--- src/rtl/tihlc_pkg.sv ---
`default_nettype none

package tihlc_pkg;

  localparam int unsigned DIV_NUM_W = 16;
  localparam int unsigned DIV_DEN_W = 7;
  localparam int unsigned DIV_CNT_W = $clog2(DIV_NUM_W);

  localparam logic [15:0] TVOC_KNEE_LO = 16'd200;
  localparam logic [15:0] TVOC_KNEE_HI = 16'd800;
  localparam logic [6:0]  INDEX_MID    = 7'd60;
  localparam logic [6:0]  INDEX_MAX    = 7'd100;

  // t*60/200 as t*615 >> 11, exact for t <= 200
  localparam logic [16:0] LOW_SEG_RECIP  = 17'd615;
  localparam int unsigned LOW_SEG_SHIFT  = 11;
  // (t-200)*30/600 as (t-200)*205 >> 12, exact for t-200 <= 600
  localparam logic [16:0] HIGH_SEG_RECIP = 17'd205;
  localparam int unsigned HIGH_SEG_SHIFT = 12;
  // time/1000 by reciprocal, exact over the full 32-bit range
  localparam logic [31:0] PERIOD_MS      = 32'd1000;
  localparam logic [28:0] PERIOD_RECIP   = 29'd274877907;
  localparam int unsigned PERIOD_SHIFT   = 38;
  // 240*f/1000 as f*15732 >> 16, exact for f <= 500
  localparam logic [7:0]  BLUE_FLOOR     = 8'd20;
  localparam logic [22:0] BLUE_RECIP     = 23'd15732;
  localparam int unsigned BLUE_SHIFT     = 16;
  localparam logic [14:0] FULL_SCALE     = 15'd255;

  localparam logic [6:0]  RESET_LOW    = 7'd33;
  localparam logic [6:0]  RESET_HIGH   = 7'd66;
  localparam logic [5:0]  RESET_BAND   = 6'd5;
  localparam logic [31:0] RESET_WARMUP = 32'd30000;

  typedef enum logic [1:0] {
    CFG_THRESHOLD_LOW  = 2'd0,
    CFG_THRESHOLD_HIGH = 2'd1,
    CFG_HYSTERESIS     = 2'd2,
    CFG_WARMUP_LEN     = 2'd3
  } cfg_reg_t;

  typedef struct packed {
    logic [15:0] tvoc_level;
    logic [31:0] time_ms;
  } sample_t;

  typedef struct packed {
    logic [6:0] air_index;
    logic [7:0] red;
    logic [7:0] green;
    logic [7:0] blue;
    logic       warming;
  } result_t;

  typedef struct packed {
    logic                 start;
    logic [DIV_NUM_W-1:0] num;
    logic [DIV_DEN_W-1:0] den;
  } div_req_t;

  typedef struct packed {
    logic                 done;
    logic [DIV_NUM_W-1:0] quot;
  } div_rsp_t;

  typedef enum logic [3:0] {
    S_IDLE,
    S_INDEX,
    S_BRANCH,
    S_PERIOD,
    S_FOLD,
    S_BLUE,
    S_COLOR,
    S_BLEND_WAIT,
    S_FINISH
  } state_t;

endpackage

`default_nettype wire

--- src/rtl/tvoc_index_hysteresis_led_color.sv ---
`default_nettype none

// TVOC air-quality index with threshold hysteresis and LED color. Each sample
// (tvoc_level, time_ms) yields one result: the 0..100 index, an RGB color and
// the warming flag. The index and the blue pulse use constant reciprocal
// multiplies; only the color blend runs on a 16-step serial divider (one
// quotient bit per cycle) under a small sequencer. sample_ready is low while
// an item is in progress. A warmup sample passes S_INDEX, S_BRANCH, S_PERIOD,
// S_FOLD and S_BLUE; after warmup it passes S_INDEX, S_BRANCH and S_COLOR,
// then S_BLEND_WAIT when the index is above the low threshold. Each item ends
// in S_FINISH; the result turns valid in the same cycle that the next sample
// can be taken. A finished result waits in an output register and the next
// sample is taken meanwhile; a second finished result waits until the first
// transfer. Configuration writes are accepted at any time but are meant for
// idle periods; unknown indexes do not exist on the two-bit index.
module tvoc_index_hysteresis_led_color (
  input  wire logic                 clk,
  input  wire logic                 rst,
  input  wire logic                 sample_valid,
  output logic                      sample_ready,
  input  wire tihlc_pkg::sample_t   sample,
  output logic                      result_valid,
  input  wire logic                 result_ready,
  output tihlc_pkg::result_t        result,
  input  wire logic                 cfg_valid,
  output logic                      cfg_ready,
  input  wire logic [1:0]           cfg_index,
  input  wire logic [31:0]          cfg_data
);
  import tihlc_pkg::*;

  state_t state, state_next;

  logic [6:0]  threshold_low;
  logic [6:0]  threshold_high;
  logic [5:0]  hysteresis_band;
  logic [31:0] warmup_len;
  logic [6:0]  last_index;

  logic [15:0] tvoc;
  logic [31:0] now;
  logic [6:0]  n;
  logic        warm;
  logic [22:0] period_quot;
  logic [8:0]  tri_ms;
  logic        blend_red;
  logic [7:0]  red, green, blue;

  div_req_t div_req;
  div_rsp_t div_rsp;

  logic sample_xfer;
  logic result_load;
  logic warm_c;
  logic low_seg;
  logic n_le_lo, n_le_hi, blend_needed;
  logic [6:0]  stab;
  logic [9:0]  seg_offset;
  logic [16:0] low_prod, high_prod;
  logic [6:0]  n_c;
  logic [60:0] period_prod;
  logic [31:0] period_base;
  logic [9:0]  m_c;
  logic [9:0]  m_rest;
  logic [22:0] blue_prod;

  logic signed [8:0] ns, ps, los, his, bs, lmb, lpb, hmb, hpb;
  logic gate, inside_band, keep;

  tihlc_div u_div (
    .clk (clk),
    .rst (rst),
    .req (div_req),
    .rsp (div_rsp)
  );

  assign cfg_ready   = 1'b1;
  assign sample_xfer = sample_valid && sample_ready;
  assign warm_c      = now < warmup_len;
  assign low_seg     = tvoc <= TVOC_KNEE_LO;

  // piecewise index
  always_comb begin
    seg_offset = tvoc[9:0] - TVOC_KNEE_LO[9:0];
    low_prod   = 17'(tvoc[7:0]) * LOW_SEG_RECIP;
    high_prod  = 17'(seg_offset) * HIGH_SEG_RECIP;
    if (tvoc > TVOC_KNEE_HI) begin
      n_c = INDEX_MAX;
    end else if (low_seg) begin
      n_c = 7'(low_prod >> LOW_SEG_SHIFT);
    end else begin
      n_c = INDEX_MID + 7'(high_prod >> HIGH_SEG_SHIFT);
    end
  end

  // hysteresis on signed thresholds
  always_comb begin
    ns  = $signed({2'b00, n});
    ps  = $signed({2'b00, last_index});
    los = $signed({2'b00, threshold_low});
    his = $signed({2'b00, threshold_high});
    bs  = $signed({3'b000, hysteresis_band});
    lmb = los - bs;
    lpb = los + bs;
    hmb = his - bs;
    hpb = his + bs;
    gate = (ns <= lmb) ||
           (ns > lmb && ns < lpb && ps >= los) ||
           (ns > hmb && ns < hpb && ps >= his) ||
           (ns >= hpb);
    inside_band = (ns >= lmb) && (ns <= hpb);
    keep = gate && inside_band &&
           ((ps < los && ns < lpb) ||
            (ps >= los && ps < his && ns < hpb) ||
            (ps >= his && ns > hmb));
    stab = keep ? last_index : n;
  end

  assign n_le_lo      = n <= threshold_low;
  assign n_le_hi      = n <= threshold_high;
  assign blend_needed = !n_le_lo && (n_le_hi || threshold_high < INDEX_MAX);

  assign period_prod = 61'(now) * 61'(PERIOD_RECIP);
  assign period_base = 32'(period_quot) * PERIOD_MS;
  assign m_c         = 10'(now - period_base);
  assign m_rest      = PERIOD_MS[9:0] - m_c;
  assign blue_prod   = 23'(tri_ms) * BLUE_RECIP;

  always_comb begin
    state_next = state;
    unique case (state)
      S_IDLE:       if (sample_xfer) state_next = S_INDEX;
      S_INDEX:      state_next = S_BRANCH;
      S_BRANCH:     state_next = warm_c ? S_PERIOD : S_COLOR;
      S_PERIOD:     state_next = S_FOLD;
      S_FOLD:       state_next = S_BLUE;
      S_BLUE:       state_next = S_FINISH;
      S_COLOR:      state_next = blend_needed ? S_BLEND_WAIT : S_FINISH;
      S_BLEND_WAIT: if (div_rsp.done) state_next = S_FINISH;
      S_FINISH:     if (!result_valid || result_ready) state_next = S_IDLE;
      default:      state_next = S_IDLE;
    endcase
  end

  always_comb begin
    sample_ready = 1'b0;
    result_load  = 1'b0;
    div_req      = '0;
    unique case (state)
      S_IDLE: sample_ready = 1'b1;
      S_COLOR: begin
        if (blend_needed) begin
          div_req.start = 1'b1;
          if (n_le_hi) begin
            div_req.num = DIV_NUM_W'(15'(n - threshold_low) * FULL_SCALE);
            div_req.den = DIV_DEN_W'(threshold_high - threshold_low);
          end else begin
            div_req.num = DIV_NUM_W'(15'(INDEX_MAX - n) * FULL_SCALE);
            div_req.den = DIV_DEN_W'(INDEX_MAX - threshold_high);
          end
        end
      end
      S_FINISH: result_load = !result_valid || result_ready;
      default: ;
    endcase
  end

  always_ff @(posedge clk) begin
    if (rst) begin
      state           <= S_IDLE;
      result_valid    <= 1'b0;
      last_index      <= '0;
      threshold_low   <= RESET_LOW;
      threshold_high  <= RESET_HIGH;
      hysteresis_band <= RESET_BAND;
      warmup_len      <= RESET_WARMUP;
    end else begin
      state <= state_next;
      if (result_load) begin
        result_valid <= 1'b1;
      end else if (result_ready) begin
        result_valid <= 1'b0;
      end
      if (state == S_BRANCH && !warm_c) begin
        last_index <= stab;
      end
      if (cfg_valid && cfg_ready) begin
        unique case (cfg_reg_t'(cfg_index))
          CFG_THRESHOLD_LOW:  threshold_low   <= cfg_data[6:0];
          CFG_THRESHOLD_HIGH: threshold_high  <= cfg_data[6:0];
          CFG_HYSTERESIS:     hysteresis_band <= cfg_data[5:0];
          CFG_WARMUP_LEN:     warmup_len      <= cfg_data;
        endcase
      end
    end
  end

  always_ff @(posedge clk) begin
    unique case (state)
      S_IDLE: begin
        if (sample_xfer) begin
          tvoc <= sample.tvoc_level;
          now  <= sample.time_ms;
        end
      end
      S_INDEX: n <= n_c;
      S_BRANCH: begin
        warm  <= warm_c;
        red   <= '0;
        green <= '0;
        blue  <= '0;
        if (!warm_c) n <= stab;
      end
      S_PERIOD: period_quot <= 23'(period_prod >> PERIOD_SHIFT);
      S_FOLD:   tri_ms <= (m_c < m_rest) ? m_c[8:0] : m_rest[8:0];
      S_BLUE:   blue <= BLUE_FLOOR + 8'(blue_prod >> BLUE_SHIFT);
      S_COLOR: begin
        blend_red <= n_le_hi;
        if (n_le_lo) begin
          red   <= 8'd0;
          green <= 8'd255;
        end else if (n_le_hi) begin
          green <= 8'd255;
        end else begin
          red   <= 8'd255;
          green <= 8'd0;
        end
      end
      S_BLEND_WAIT: begin
        if (div_rsp.done) begin
          if (blend_red) red <= div_rsp.quot[7:0];
          else           green <= div_rsp.quot[7:0];
        end
      end
      default: ;
    endcase
  end

  always_ff @(posedge clk) begin
    if (result_load) begin
      result.air_index <= n;
      result.red       <= red;
      result.green     <= green;
      result.blue      <= blue;
      result.warming   <= warm;
    end
  end

endmodule

`default_nettype wire

--- src/rtl/tihlc_div.sv ---
`default_nettype none

module tihlc_div (
  input  wire logic                clk,
  input  wire logic                rst,
  input  wire tihlc_pkg::div_req_t req,
  output tihlc_pkg::div_rsp_t      rsp
);
  import tihlc_pkg::*;

  logic                 busy;
  logic                 done;
  logic [DIV_CNT_W-1:0] cnt;
  logic [DIV_NUM_W-1:0] quo;
  logic [DIV_DEN_W-1:0] rem;
  logic [DIV_DEN_W-1:0] den;

  logic [DIV_DEN_W:0]   trial;
  logic                 fits;
  logic [DIV_DEN_W-1:0] rem_next;

  // one restoring step per cycle
  always_comb begin
    trial    = {rem, quo[DIV_NUM_W-1]};
    fits     = trial >= {1'b0, den};
    rem_next = fits ? DIV_DEN_W'(trial - {1'b0, den}) : trial[DIV_DEN_W-1:0];
  end

  always_ff @(posedge clk) begin
    if (rst) begin
      busy <= 1'b0;
      done <= 1'b0;
      cnt  <= '0;
    end else begin
      done <= 1'b0;
      if (req.start) begin
        busy <= 1'b1;
        cnt  <= '0;
      end else if (busy) begin
        cnt <= cnt + 1'b1;
        if (cnt == {DIV_CNT_W{1'b1}}) begin
          busy <= 1'b0;
          done <= 1'b1;
        end
      end
    end
  end

  always_ff @(posedge clk) begin
    if (req.start) begin
      quo <= req.num;
      rem <= '0;
      den <= req.den;
    end else if (busy) begin
      quo <= {quo[DIV_NUM_W-2:0], fits};
      rem <= rem_next;
    end
  end

  assign rsp.done = done;
  assign rsp.quot = quo;

endmodule

`default_nettype wire

--- config.mk ---
export PLATFORM = sky130hd
export DESIGN_NAME = tvoc_index_hysteresis_led_color
export DESIGN_NICKNAME = d
export VERILOG_FILES = /design/src/rtl/tihlc_pkg.sv /design/src/rtl/tvoc_index_hysteresis_led_color.sv /design/src/rtl/tihlc_div.sv
export SDC_FILE = /design/constraint.sdc
export NUM_CORES = 2
export LEC_CHECK = 0
export BUFFER_PORTS_ARGS = -buffer_cell sky130_fd_sc_hd__buf_2
export CAP_MARGIN = 20
export CORE_MARGIN = 2
export CORE_UTILIZATION = 53
export CTS_CLUSTER_DIAMETER = 150
export DETAILED_ROUTE_END_ITERATION = 12
export PLACE_DENSITY = 0.68
export SLEW_MARGIN = 20
export SYNTH_ARGS = -nofsm -noshare
export SYNTH_HDL_FRONTEND = slang
export SYNTH_SLANG_ARGS = --single-unit
--- constraint.sdc ---
create_clock -name clk -period 10.7 [get_ports clk]
set_clock_uncertainty 0.15 [all_clocks]
set_input_delay 2.14 -clock clk [delete_from_list [all_inputs] [get_ports clk]]
set_output_delay 2.14 -clock clk [all_outputs]
set_load 0.005 [all_outputs]
# Word-level counts from Yosys, hierarchy flattened

Cells that the tools add are included.

Bitwise gates (word level): 1
Add/subtract/negate cells: 15
Magnitude comparators: 20
Reduce and logical (&&, ||, !) cells: 43
Equality and inequality tests: 19
Mux-type cells: 37
$mul: 7

Operators with widths:

| cell                                                                    | number |
|---|---|
| 8-bit two-way mux                                                       | 8 |
| 32-bit by 29-bit multiplier with 61-bit output (second input constant)  | 1 |
| 24-bit two-way mux                                                      | 2 |
| 8-bit one-hot mux with 3 select lines                                   | 2 |
| 4-bit one-hot mux with 9 select lines                                   | 1 |
| 7-bit two-way mux                                                       | 5 |
| 32-bit < comparator                                                     | 1 |
| 15-bit by 8-bit multiplier with 16-bit output (second input constant)   | 2 |
| 16-bit two-way mux                                                      | 2 |
| 23-bit by 7-bit multiplier with 7-bit output (second input constant)    | 1 |
| 23-bit two-way mux                                                      | 1 |
| 9-bit by 12-bit multiplier with 21-bit output (second input constant)   | 1 |
| 10-bit by 8-bit multiplier with 17-bit output (second input constant)   | 1 |
| 8-bit by 10-bit multiplier with 17-bit output (second input constant)   | 1 |
| 7-bit by 6-bit adder with 8-bit output                                  | 2 |
| 4-bit by 3-bit == test with 1-bit output (second input constant)        | 4 |
| 16-bit by 10-bit > comparator with 1-bit output (second input constant) | 1 |
| 8-bit > comparator                                                      | 2 |
| 16-bit by 8-bit <= comparator with 1-bit output (second input constant) | 1 |
| 7-bit by 8-bit < comparator with 1-bit output                           | 2 |
| 4-bit two-way mux                                                       | 4 |
| 8-bit one-hot mux with 2 select lines                                   | 1 |
| 7-bit by 6-bit subtractor with 8-bit output                             | 2 |
| 7-bit greater-or-equal comparator                                       | 2 |
| 44 further kinds                                                        | 92 |

Output and inout port bits: 35
Register bits after elaboration: 245
Logic and storage cells: 170

# Logic depth before layout (Yosys ltp)

Depth after elaboration: 12
Mapped depth: 25
Gate-level depth less buffers: 25

# Cells and area by module

Synthesis repeated with hierarchy kept, for this count alone.

Cells, all modules: 3300
Area, all modules: 33083.0 sq um

By module, submodules not included:

| module                          | cells each | seq. area each (sq um) | area each (sq um) | instances |
|---|---|---|---|---|
| tvoc_index_hysteresis_led_color | 3130       | 5154.9                 | 31132.4           | 1 |
| tihlc_div                       | 170        | 950.9                  | 1950.6            | 1 |

# Worst setup path after synthesis

Ideal clock, no wire load.

Path kind: flip-flop to flip-flop
Start: reg now[8]
End: reg period_quot[6], data pin
Cell stages (with the launch flop): 23
Buffers on the path: 0
Arrival time: 6.343 ns
Setup time: 0.261 ns
Clock period less this slack: 6.754 ns
Setup slack: 3.946 ns
Cells stage by stage: edfxtp_1 -> ha_1 -> fa_1 -> fa_1 -> inv_1 -> fa_1 -> inv_1 -> fa_1 -> inv_1 -> fa_1 -> inv_1 -> fa_1 -> inv_1 -> fa_1 -> inv_1 -> ha_1 -> o2111ai_1 -> nor4_1 -> o211a_1 -> o211ai_1 -> a21boi_0 -> nor4_1 -> a311o_1

Cells in the longest elaborated chain, start to end: 1

Ends and longest elaborated chain:

| element                                        | line                                   | text |
|---|---|---|
| start, declared                                | tvoc_index_hysteresis_led_color.sv:41  | `logic [31:0] now;` |
| start signal, assigned                         | tvoc_index_hysteresis_led_color.sv:203 | `now <= sample.time_ms;` |
| 32-bit by 29-bit multiplier with 61-bit output | tvoc_index_hysteresis_led_color.sv:123 | `assign period_prod = 61'(now) * 61'(PERIOD_RECIP);` |
| net period_prod[44]                            | tvoc_index_hysteresis_led_color.sv:61  | `logic [60:0] period_prod;` |
| end signal, assigned                           | tvoc_index_hysteresis_led_color.sv:214 | `S_PERIOD: period_quot <= 23'(period_prod >> PERIOD_SHIFT);` |
| end, declared                                  | tvoc_index_hysteresis_led_color.sv:44  | `logic [22:0] period_quot;` |

The timed path passes the listed nets, and every way through them passes these cells.
A chain may end at the register's enable or synchronous reset.

# Worst setup path in the final report

Start: reg now[14]
End: reg period_quot[6], data pin

Same word-level chain as after synthesis.

==> run_results.csv <==
group,metric,value,unit
floorplan,core,61700,um2
floorplan,initial_utilization,0.537,
logic_synthesis,synth_area_leaders,"fa_1 (26%), ha_1 (24%), edfxtp_1 (14%), inv_1 (9.5%), dfxtp_1 (4.7%)",
setup_path,r2r_end,"period_quot[6]",
min_path,min-delay-start,"red[5]",
setup_path,critPathLaunch,"now[14]",
run_status,outcome,"finished clean",
logic_synthesis,synth_ff_type,"edfxtp_1",
logic_synthesis,syn_avg_cell_area,9.93,um2
final_layout,nNetsFinal,4609,
logic_synthesis,synthArstFlopShare,0,
final_layout,area_growth,7.55,%
setup_path,cp_max_fo,11,
routing,route.detailed.drc,0,
clocking,h-tree-depth,1,
routing,firstDrtPassIters,7,
logic_synthesis,yosysSeqAreaShare,0.184,
setup_path,start_kind,"flop",
routing,vias,22400,
sta,fmax,0.134,GHz
setup_path,crit_path_end_kind,"flop",
placement,gp_congestion,0.925,
placement,io_buffers,120,
sta,rsz0062_at_grt,"false",
logic_synthesis,synth_edf_count,152,
clocking,post-cts-setup-buffers,0,
grt,grt_pass1_wl,121000,um
floorplan,row_count,91,
floorplan,die_width,254,um
sta,hold_viol_final,0,
clocking,path_clk_slew,0.07,ns
logic_synthesis,ys_warn_count,0,
logic_synthesis,syn_area,33100,um2
sta,drv_slew,0,
floorplan,die_h,254,um
sta,setup-violations-final,0,
logic_synthesis,synth_top_cell_area_share,0.257,
logic_synthesis,netlist_instances,3337,
final_layout,drive_gt1_frac,0.0628,
clocking,cts_buffer_depth,3,
logic_synthesis,ys_top_cells_by_count,"inv_1 (836), ha_1 (643), fa_1 (425)",
logic_synthesis,synth_most_common_cell,"inv_1",
clocking,ctsHoldBuffers,0,
logic_synthesis,yosysTopAreaCell,"fa_1",
sta,worst_pin_slew,0.955,ns
final_layout,diodes,0,
grt,antenna_found_initial,6,
setup_path,cp_data_required_time,10.87,ns
logic_synthesis,synth-seq-cells,229,
floorplan,design.die.area,64500,um2
clocking,cts_resized,0,
min_path,hold_end,"result[22]",
logic_synthesis,syn-num-nets,4492,
setup_path,r2r_slack,3.24,ns
run,cap_violations,0,
routing,ant_nets,0,
clocking,insertion_delay,0.56,ns
clocking,cts-root-buf,"clkbuf_16",
sta,fin_crit_sh,0.697,
setup_path,worstSetupPathType,"flop to flop",
routing,wl,74200,um
final_layout,fill_cells,5425,
sta,finalCriticalPeriod,7.46,ns
grt,overflow,0,
routing,wl_per_cell,17.2,um
clocking,cts_buffers,26,
grt,grt_max_degree,78,
clocking,cts_tree,"built",
setup_path,rr_startpoint,"now[14]",
floorplan,io_pins,122,
setup_path,cp.arrival,7.63,ns
routing,drtIter0Drc,1216,
placement,dp_hpwl,62400,um
grt,grt_usage,0.240,
grt,grt_pass1_vias,23200,
routing,vias_per_cell,5.21,
min_path,hold_class,"flop to flop",
sta,final.setup.tns,0,ns
min_path,whs_path_depth,0,
setup_path,r2r_cells,21,
clocking,clkSinkCount,229,
sta,max_slew_margin,0.362,
logic_synthesis,synth_cell_types,88,
[logic make-up (layout without fill, tap and decap cells)]
group,after synthesis,after routing,synth area share
muxes,36,36,0.0112
and+or+nand+nor,503,503,0.0727
adders and majority gates,1068,1068,0.500
xor gates and xnor gates,140,140,0.0370
AOI/OAI and AO/OA,472,472,0.0940
buffers and inverters,888,1025,0.101
DFF,229,229,0.184
other,1,1,0.000113
[flip-flops by register name (all words and copies together), names as in the netlist, 7 cells and up]
| register | flops |
|---|---|
| now | 32 |
| result | 32 |
| warmup_len | 32 |
| tvoc | 16 |
| u_div.quo | 16 |
| tri_ms | 9 |
| blue | 8 |
| green | 8 |
| red | 8 |
| last_index | 7 |
| n | 7 |
| period_quot | 7 |
| threshold_high | 7 |
| threshold_low | 7 |
| u_div.den | 7 |
| u_div.rem | 7 |
[how the worst max path moves through the flow]
stage | slack [ns] | endpoint | depth (start not counted)
finish | 3.24 | period_quot[6] | 21
detailed placement | 3.26 | period_quot[6] | 21
global placement | 3.28 | period_quot[6] | 21
CTS | 3.26 | period_quot[6] | 22
global route | 2.83 | period_quot[1] | 22
floorplan | 3.95 | period_quot[6] | 22
[stage by stage]
stage	setup WS, ns	hold slack (ns)	instances	utilization	area, um2
final	3.24	0.263	4311	0.577	35600
after global routing	2.83	0.273	4311	0.577	35600
after CTS	3.26	0.265	4311	0.577	35600
after detailed placement	3.26	0.255	4263	0.563	34700
after global placement	3.28	0.251	4263	0.563	34700
after floorplan	3.95	0.250	3337	-	33100
[layer usage]
layer,track usage,up-vias,share of wire
li1,-,11100,-
met1,0.333,10800,0.46
met2,0.397,447,0.46
met3,0.0394,90,0.052
met4,0.0494,12,0.021
met5,0.00695,-,0.0017
[cell type report]
| type | instances | area, um2 | area share |
|---|---|---|---|
| Multi-Input combinational cell | 2220 | 23700 | 0.665 |
| Timing Repair Buffer | 138 | 736 | 0.0206 |
| Sequential cell | 229 | 6110 | 0.171 |
| Clock buffer | 36 | 761 | 0.0214 |
| Inverter | 839 | 3150 | 0.0884 |
| Tap cell | 837 | 1050 | 0.0294 |
| Clock inverter | 12 | 128 | 0.00358 |
[critical path, stage by stage (launching register included)]
cell	delay, ns
edfxtp_1	0.86
ha_1	0.40
fa_1	0.47
fa_1	0.55
inv_1	0.05
fa_1	0.50
inv_1	0.05
fa_1	0.52
fa_1	0.44
fa_1	0.57
inv_1	0.06
fa_1	0.49
inv_1	0.04
ha_1	0.30
nand4_1	0.17
nor2_1	0.17
a211oi_1	0.07
o211ai_1	0.28
o211ai_1	0.23
a21boi_0	0.41
nor4_1	0.09
a311o_1	0.34
[cell usage in the layout, fill, tap and decap left out, drive strengths merged, types with 6 or more instances in the layout]
master and n:
inv 842, ha 643, fa 425, nand2 160, edfxtp 152, a21oi 151, buf 138, nor2 135
xnor2 98, o21ai 91, dfxtp 77, a21o 63, xor2 42, nand2b 40, clkbuf 36, nor3 34
mux2i 31, a211oi 28, nor2b 26, nand3 23, nand4 22, a211o 16, o21bai 15, o211ai 14
a31oi 14, o21a 12, nor4 10, and3 9, a21boi 8, nand3b 7, and2 7, a221oi 7
clkinv 7, o31ai 6
Power is left out: the tool's default activity adds up to more than one toggle a clock period on the data nets, which glitch-free logic cannot reach.
